[src/sv/b7tsag_pkg.sv]
package b7tsag_pkg;

	localparam int DIGIT_W = 3;
	localparam int ADDR_W  = 18;

	typedef logic [DIGIT_W-1:0] digit_t;
	typedef logic [ADDR_W-1:0]  addr_t;

	localparam digit_t DIGIT_MAX = 3'd6;

	// configuration register indexes
	localparam logic REG_LOCK_DEPTH = 1'b0;
	localparam logic REG_CLOCK_SEL  = 1'b1;

	// input kinds
	localparam logic KIND_ADVANCE = 1'b0;
	localparam logic KIND_WRITE   = 1'b1;

	typedef struct packed {
		logic clear;
		logic en;
	} mac_ctrl_t;

endpackage

[src/sv/base7_tree_step_address_generator.sv]
// Channel   Dir  Handshake                  Payload
// s_axis    in   s_axis_tvalid/tready       tdata: digit_position, digit_value; tuser: kind
// m_axis    out  m_axis_tvalid/tready       tdata: level .. clock_gate; tlast: last
// cfg       in   cfg_we (no back-pressure)  cfg_index, cfg_data
//
// A write item gives no result.
// An advance item updates all digits in the cycle it is accepted, then emits
// LEVELS+1 results through one shared multiply-accumulate, one a cycle while
// the output is not stalled.
// Input is not ready while the results of an advance are being emitted.
// Output stalls hold the result register and the sequencer.
// Reset clears the digits and loads lock_depth = 3, clock_depth_select = 0.
module base7_tree_step_address_generator #(
	parameter int LEVELS = 6
) (
	input  logic        clk,
	input  logic        arst_n,
	input  logic        s_axis_tvalid,
	output logic        s_axis_tready,
	input  logic [7:0]  s_axis_tdata,  // [2:0] digit_position, [5:3] digit_value
	input  logic        s_axis_tuser,  // [0] kind
	output logic        m_axis_tvalid,
	input  logic        m_axis_tready,
	// [2:0] level, [20:3] step_address, [23:21] position, [26:24] sub_position,
	// [27] has_previous, [33:28] rollover_mask, [34] clock_gate
	output logic [39:0] m_axis_tdata,
	output logic        m_axis_tlast,
	input  logic        cfg_we,
	input  logic        cfg_index,
	input  logic [2:0]  cfg_data
);

	localparam int LvlW = $clog2(LEVELS + 1);

	typedef enum logic {ST_IDLE, ST_EMIT} state_t;

	typedef logic [LEVELS:0][b7tsag_pkg::ADDR_W-1:0] weight_tab_t;

	// weight of digit i: 1 + 7 + ... + 7^(LEVELS-i-1); zero past the deepest level
	function automatic weight_tab_t weight_table();
		weight_tab_t  t;
		logic [31:0]  w;
		logic [31:0]  p;
		t = '0;
		for (int i = 0; i < LEVELS; i++) begin
			w = '0;
			p = 32'd1;
			for (int k = i; k < LEVELS; k++) begin
				w = w + p;
				p = p * 32'd7;
			end
			t[i] = b7tsag_pkg::addr_t'(w);
		end
		return t;
	endfunction

	localparam weight_tab_t WEIGHT = weight_table();

	state_t              state_q;
	logic [LvlW-1:0]     lvl_q;
	logic [2:0]          lock_q;
	logic [2:0]          clk_sel_q;
	b7tsag_pkg::digit_t  digit_q [LEVELS];
	b7tsag_pkg::digit_t  snap_q [LEVELS+1];
	logic [5:0]          roll_q;
	logic                gate_q;

	logic                out_valid_q;
	logic [2:0]          out_level_q;
	b7tsag_pkg::addr_t   out_addr_q;
	b7tsag_pkg::digit_t  out_pos_q;
	b7tsag_pkg::digit_t  out_sub_q;
	logic                out_prev_q;
	logic [5:0]          out_roll_q;
	logic                out_gate_q;
	logic                out_last_q;

	b7tsag_pkg::digit_t  next_digit [LEVELS];
	logic [LEVELS-1:0]   rolls;
	logic [2:0]          clk_digit;
	logic                gate_next;
	logic                in_acc;
	logic                adv_acc;
	logic                wr_acc;
	logic                load_out;
	logic                lvl_in;
	logic                lvl_sub_in;
	logic                lvl_end;
	b7tsag_pkg::mac_ctrl_t mac_ctrl;
	b7tsag_pkg::addr_t   acc;
	b7tsag_pkg::digit_t  wr_pos;
	b7tsag_pkg::digit_t  wr_val;

	assign wr_pos  = s_axis_tdata[2:0];
	assign wr_val  = s_axis_tdata[5:3];
	assign in_acc  = s_axis_tvalid && s_axis_tready;
	assign adv_acc = in_acc && (s_axis_tuser == b7tsag_pkg::KIND_ADVANCE);
	assign wr_acc  = in_acc && (s_axis_tuser == b7tsag_pkg::KIND_WRITE);
	assign s_axis_tready = (state_q == ST_IDLE);

	// carry from the deepest digit upward, never below the lock depth
	always_comb begin
		logic prop;
		prop = 1'b1;
		rolls = '0;
		for (int d = LEVELS - 1; d >= 0; d--) begin
			next_digit[d] = digit_q[d];
			if (prop && ({1'b0, lock_q} <= 4'(d))) begin
				if (digit_q[d] == b7tsag_pkg::DIGIT_MAX) begin
					next_digit[d] = '0;
					rolls[d] = 1'b1;
				end else begin
					next_digit[d] = digit_q[d] + b7tsag_pkg::digit_t'(1);
					prop = 1'b0;
				end
			end else begin
				prop = 1'b0;
			end
		end
	end

	assign clk_digit = (clk_sel_q == 3'd0) ? lock_q : clk_sel_q - 3'd1;

	always_comb begin
		gate_next = 1'b0;
		for (int i = 0; i < LEVELS; i++) begin
			if (({1'b0, clk_digit} == 4'(i)) && (next_digit[i] == '0))
				gate_next = 1'b1;
		end
	end

	assign load_out   = (state_q == ST_EMIT) && (!out_valid_q || m_axis_tready);
	assign lvl_in     = (lvl_q < LvlW'(LEVELS));
	assign lvl_sub_in = ((LvlW+1)'(lvl_q) + (LvlW+1)'(1)) < (LvlW+1)'(LEVELS);
	assign lvl_end    = (lvl_q == LvlW'(LEVELS));

	assign mac_ctrl.clear = adv_acc;
	assign mac_ctrl.en    = load_out && lvl_in;

	b7tsag_mac u_mac (
		.clk    (clk),
		.arst_n (arst_n),
		.ctrl   (mac_ctrl),
		.digit  (snap_q[0]),
		.weight (WEIGHT[lvl_q]),
		.acc    (acc)
	);

	always_ff @(posedge clk or negedge arst_n) begin
		if (!arst_n) begin
			state_q     <= ST_IDLE;
			lvl_q       <= '0;
			lock_q      <= 3'd3;
			clk_sel_q   <= 3'd0;
			out_valid_q <= 1'b0;
			for (int i = 0; i < LEVELS; i++)
				digit_q[i] <= '0;
		end else begin
			if (cfg_we) begin
				unique case (cfg_index)
					b7tsag_pkg::REG_LOCK_DEPTH: lock_q    <= cfg_data;
					b7tsag_pkg::REG_CLOCK_SEL:  clk_sel_q <= cfg_data;
					default: ;
				endcase
			end

			if (load_out)
				out_valid_q <= 1'b1;
			else if (m_axis_tready)
				out_valid_q <= 1'b0;

			unique case (state_q)
				ST_IDLE: begin
					if (wr_acc && ({1'b0, wr_pos} < 4'(LEVELS))
							&& (wr_val <= b7tsag_pkg::DIGIT_MAX)) begin
						for (int i = 0; i < LEVELS; i++)
							if (wr_pos == 3'(i))
								digit_q[i] <= wr_val;
					end
					if (adv_acc) begin
						for (int i = 0; i < LEVELS; i++) begin
							digit_q[i] <= next_digit[i];
							snap_q[i]  <= next_digit[i];
						end
						snap_q[LEVELS] <= '0;
						roll_q  <= 6'(rolls);
						gate_q  <= gate_next;
						lvl_q   <= '0;
						state_q <= ST_EMIT;
					end
				end
				ST_EMIT: begin
					if (load_out) begin
						out_level_q <= 3'(lvl_q);
						out_addr_q  <= acc;
						out_pos_q   <= lvl_in ? snap_q[0] + b7tsag_pkg::digit_t'(1)
							: b7tsag_pkg::digit_t'(1);
						out_sub_q   <= lvl_sub_in ? snap_q[1] + b7tsag_pkg::digit_t'(1)
							: b7tsag_pkg::digit_t'(7);
						out_prev_q  <= lvl_in;
						out_roll_q  <= roll_q;
						out_gate_q  <= gate_q;
						out_last_q  <= lvl_end;
						// advance the snapshot so the current level sits at the bottom
						for (int i = 0; i < LEVELS; i++)
							snap_q[i] <= snap_q[i+1];
						snap_q[LEVELS] <= '0;
						lvl_q <= lvl_q + LvlW'(1);
						if (lvl_end)
							state_q <= ST_IDLE;
					end
				end
				default: state_q <= ST_IDLE;
			endcase
		end
	end

	assign m_axis_tvalid = out_valid_q;
	assign m_axis_tlast  = out_last_q;
	assign m_axis_tdata  = {5'd0, out_gate_q, out_roll_q, out_prev_q, out_sub_q,
		out_pos_q, out_addr_q, out_level_q};

`ifndef SYNTHESIS
	a_adv_starts_emit: assert property (@(posedge clk) disable iff (!arst_n)
		adv_acc |=> (state_q == ST_EMIT) && (lvl_q == '0))
		else $error("advance did not start emission at the root");

	a_lvl_bound: assert property (@(posedge clk) disable iff (!arst_n)
		(state_q == ST_EMIT) |-> (lvl_q <= LvlW'(LEVELS)))
		else $error("level counter ran past the deepest level");

	a_prev_vs_last: assert property (@(posedge clk) disable iff (!arst_n)
		out_valid_q |-> (out_prev_q != out_last_q))
		else $error("has_previous and last disagree");

	a_last_level: assert property (@(posedge clk) disable iff (!arst_n)
		(out_valid_q && out_last_q) |-> (out_level_q == 3'(LEVELS)))
		else $error("last result not at the deepest level");

	a_root_addr: assert property (@(posedge clk) disable iff (!arst_n)
		(load_out && (lvl_q == '0)) |=> (out_addr_q == '0))
		else $error("root result with non-zero address");
`endif

endmodule

[src/sv/b7tsag_mac.sv]
// Shared multiply-accumulate for the flat step address: acc += digit * weight + 1.
module b7tsag_mac (
	input  logic                  clk,
	input  logic                  arst_n,
	input  b7tsag_pkg::mac_ctrl_t ctrl,
	input  b7tsag_pkg::digit_t    digit,
	input  b7tsag_pkg::addr_t     weight,
	output b7tsag_pkg::addr_t     acc
);

	b7tsag_pkg::addr_t acc_q;
	b7tsag_pkg::addr_t term;

	// modulo 2^18, matching the field width
	assign term = b7tsag_pkg::addr_t'(b7tsag_pkg::addr_t'(digit) * weight)
		+ b7tsag_pkg::addr_t'(1);

	always_ff @(posedge clk or negedge arst_n) begin
		if (!arst_n) begin
			acc_q <= '0;
		end else if (ctrl.clear) begin
			acc_q <= '0;
		end else if (ctrl.en) begin
			acc_q <= acc_q + term;
		end
	end

	assign acc = acc_q;

endmodule
[config.mk]
export PLATFORM = sky130hd
export DESIGN_NAME = base7_tree_step_address_generator
export DESIGN_NICKNAME = d
export VERILOG_FILES = /design/src/sv/b7tsag_pkg.sv /design/src/sv/base7_tree_step_address_generator.sv /design/src/sv/b7tsag_mac.sv
export SDC_FILE = /design/constraint.sdc
export NUM_CORES = 1
export LEC_CHECK = 0
export BUFFER_PORTS_ARGS = -buffer_cell sky130_fd_sc_hd__buf_2
export CORE_MARGIN = 8
export CORE_UTILIZATION = 50
export CTS_BUF_LIST = sky130_fd_sc_hd__clkbuf_4
export CTS_CLUSTER_SIZE = 16
export DETAILED_ROUTE_END_ITERATION = 10
export PLACE_DENSITY = 0.75
export RECOVER_POWER = 100
export SLEW_MARGIN = 20
export SYNTH_ARGS = -nofsm -noshare
export SYNTH_HDL_FRONTEND = slang
export SYNTH_SLANG_ARGS = --single-unit
[constraint.sdc]
create_clock -name clk -period 6.2 [get_ports clk]
set_input_delay 0.31 -clock clk [delete_from_list [all_inputs] [get_ports clk]]
set_output_delay 0.31 -clock clk [all_outputs]
set_load 0.005 [all_outputs]
==> results.json <==
{
  "status": "complete, but fails checks",
  "violations": "max-capacitance violations, max-slew violations",
  "final.min_clock_period_ps": 4430,
  "first_iter_violations": 402,
  "finalWirelength_mm": 15.0,
  "grt-ovfl-total": 0,
  "syn-cell-area_mm2": 0.00674,
  "tritoncts": "built",
  "grt_pass1_vias": 5136,
  "cp-end-kind": "register",
  "synth_area_leaders": "edfxtp_1 27%, dfrtp_1 17%, ha_1 6.3%",
  "fin_crit_sh": 0.714,
  "drv_cap": 3,
  "synth_top_area_share": 0.272,
  "cts_setup_buffers": 0,
  "ys.flop_type": "edfxtp_1",
  "start_util": 0.511,
  "ys_ff_latch": 108,
  "core_area_mm2": 0.0132,
  "hold_violations": 0,
  "fill_cells": 1202,
  "dp_hpwl_mm": 10.9,
  "crit_family": "adder cells",
  "wl_per_cell_um": 16.6,
  "worst_pin_slew_ps": 3220,
  "maxSlewViolCount": 128,
  "gp_congestion": 0.878,
  "die_area_mm2": 0.0174,
  "critical_path_buf_inv_count": 2,
  "die_h_um": 132,
  "grt_first_pass_wirelength_mm": 25.0,
  "fin_skew_ps": 30.1,
  "insertion_delay_ps": 520,
  "crit_type": "register to register",
  "p_per_area_mw_per_mm2": 545,
  "seqPwrFrac": 0.324,
  "path_depth": 13,
  "vias": 5074,
  "fin_util": 0.542,
  "yosys_warnings": 0,
  "syn_area_per_cell_um2": 9.75,
  "row_count": 42,
  "synth_commonest_cells": "78 x nand2_1, 61 x edfxtp_1, 60 x o21ai_0",
  "grt_max_degree": 61,
  "ioPinCount": 61,
  "grtUsageTotal": 0.175,
  "slowest_stage": "a2111oi_0",
  "drtPass1Iterations": 5,
  "ir_drop_uv": 258,
  "synth_enable_flop_cells": 61,
  "synth_cells": 691,
  "path_cells": "inv_1 > ha_1 > a21oi_1 > nand2_1 > fa_1 > inv_1 > fa_1 > ha_1 > a2111oi_0 > o21ai_0 > a31oi_1 > mux2i_1 > nand2_1",
  "synth.most_common_cell": "nand2_1",
  "cts-root-buf": "clkbuf_4",
  "rsz0062_at_grt": "false",
  "drc": 0,
  "p_clk_frac": 0.099,
  "p_switching_uw": 1800,
  "hp-class": "input port to register",
  "slew_headroom": -1.15,
  "p_sw_frac": 0.461,
  "htree_levels": 3,
  "cts.sinks": 108,
  "yosysTopAreaCell": "edfxtp_1",
  "internal_power_uw": 2100,
  "p_leak_uw": 0.00302,
  "totalNegativeSetupSlack_ps": 0,
  "rrSetupSlack_ps": 1770,
  "yosysUniqueCellTypes": 65,
  "crit_required_ps": 6620,
  "rr_startpoint": "lvl_q[1]",
  "crit_path_start": "lvl_q[1]",
  "power_uw": 3900,
  "cp-start-kind": "register",
  "die_w_um": 132,
  "detail-route-antenna-nets": 0,
  "fmax_ghz": 0.226,
  "cts_made_buffers": 9,
  "diodes": 0,
  "seq_area_frac_synth": 0.447,
  "clk_path_buf_depth": 2,
  "cp-endpoint": "u_mac.acc[16]",
  "cp_max_fo": 9,
  "antenna_found_initial": 0,
  "r2r-end": "u_mac.acc[16]",
  "clkSlewWorstSetupHoldPaths_ps": 180,
  "crit_path_max_incr_delay_ps": 740,
  "io_buffers": 53,
  "setup_viol": 0,
  "vias_per_cell": 5.61,
  "worstPathArrival_ps": 4850,
  "reg2reg_depth": 13,
  "ys_async_sr_fraction": 0.435,
  "finalNetCount": 794,
  "area_growth_pct": 6.17,
  "layout-drive-gt1-share": 0.0850,
  "combPwrFrac": 0.577,
  "whs_ps": 22.6
}
layout make-up:
| cell class | count | area, um2 | share of cell area |
|---|---|---|---|
| Clock buffer | 10 | 75.1 | 0.0105 |
| Clock inverter | 6 | 70.1 | 0.00980 |
| Inverter | 57 | 215 | 0.0301 |
| Multi-Input combinational cell | 490 | 3290 | 0.460 |
| Sequential cell | 108 | 3010 | 0.421 |
| Tap cell | 176 | 220 | 0.0308 |
| Timing Repair Buffer | 58 | 268 | 0.0374 |
per-stage QoR:
step	cells	instance area, um2	setup slack [ps]
2_1_floorplan	695	6750	2160
3_3_place_gp	888	7070	1830
3_5_place_dp	888	7070	1750
4_1_cts	905	7230	1730
5_1_grt	905	7150	1390
6_report	905	7150	1770
registers in the layout, summed over array words and instances, names as in the netlist:
signal	flops
digit_q	18
gate_q	1
m_axis_tvalid	1
out_gate_q	1
state_q	1
snap_q	18
u_mac.acc	18
lvl_q	3
out_sub_q	3
lock_q	3
clk_sel_q	3
roll_q	6
m_axis_tlast	1
out_roll_q	6
out_pos_q	3
out_level_q	3
out_prev_q	1
out_addr_q	18
worst min-delay path by stage:
stage	to	slack (ps)	depth (start not counted)	startpoint
2_1_floorplan	clk_sel_q[0]	10	0	arst_n
3_3_place_gp	out_gate_q	400	0	gate_q
3_5_place_dp	out_roll_q[1]	410	0	roll_q[1]
4_1_cts	clk_sel_q[0]	3	2	cfg_data[0]
5_1_grt	clk_sel_q[0]	20	2	cfg_data[0]
6_report	lock_q[2]	20	3	cfg_data[2]
metal layers:
layer,wire length [um],GRT usage,share of wire
met1,6470,0.202,0.43
met2,7540,0.304,0.50
met3,574,0.0354,0.038
met4,431,0.0836,0.029
met5,0,0,0
power groups by stage:
stage / registers (uW) / clock network, uW / logic [uW]
after detailed placement: 1280 / 0 / 2260
after floorplan: 1160 / 0 / 1820
after global placement: 1260 / 0 / 2190
final: 1260 / 386 / 2250
after CTS: 1260 / 393 / 2270
after global routing: 1300 / 417 / 2580
placed cells by master, fill, tap and decap left out, drive strengths merged, types with 32 or more instances in the layout:
master / instances
a21oi: 35
nand2: 78
ha: 34
dfrtp: 45
edfxtp: 61
nand3: 32
inv: 59
nor2: 51
clkbuf: 36
o21ai: 62
repair_timing:
action / 4_1_cts / 5_1_grt
endpoints found under the hold margin: 45 / 0
endpoints found under the setup margin: 0 / 0
hold buffers: 1 / 0
resized for setup: 0 / 0
cells by family (layout without fill, tap and decap cells):
group           after synthesis  in the layout  synth area share
flops                       108            108             0.447
buf+inv                      97            131            0.0604
xor+xnor                     14             14            0.0182
simple gates                237            237             0.175
fa+ha+maj                    52             52             0.117
compound gates              164            164             0.154
other cells                   1              5          0.000557
mux                          18             18            0.0288
worst reg2reg max path, delay by kind of cell, from the launching register on:
kind,cells,cell delay (ps)
mux,1,230
buf+inv,2,210
flops,1,550
compound gates,4,1560
fa+ha+maj,4,1620
simple gates,2,190
(Power assumes the default switching activity.)
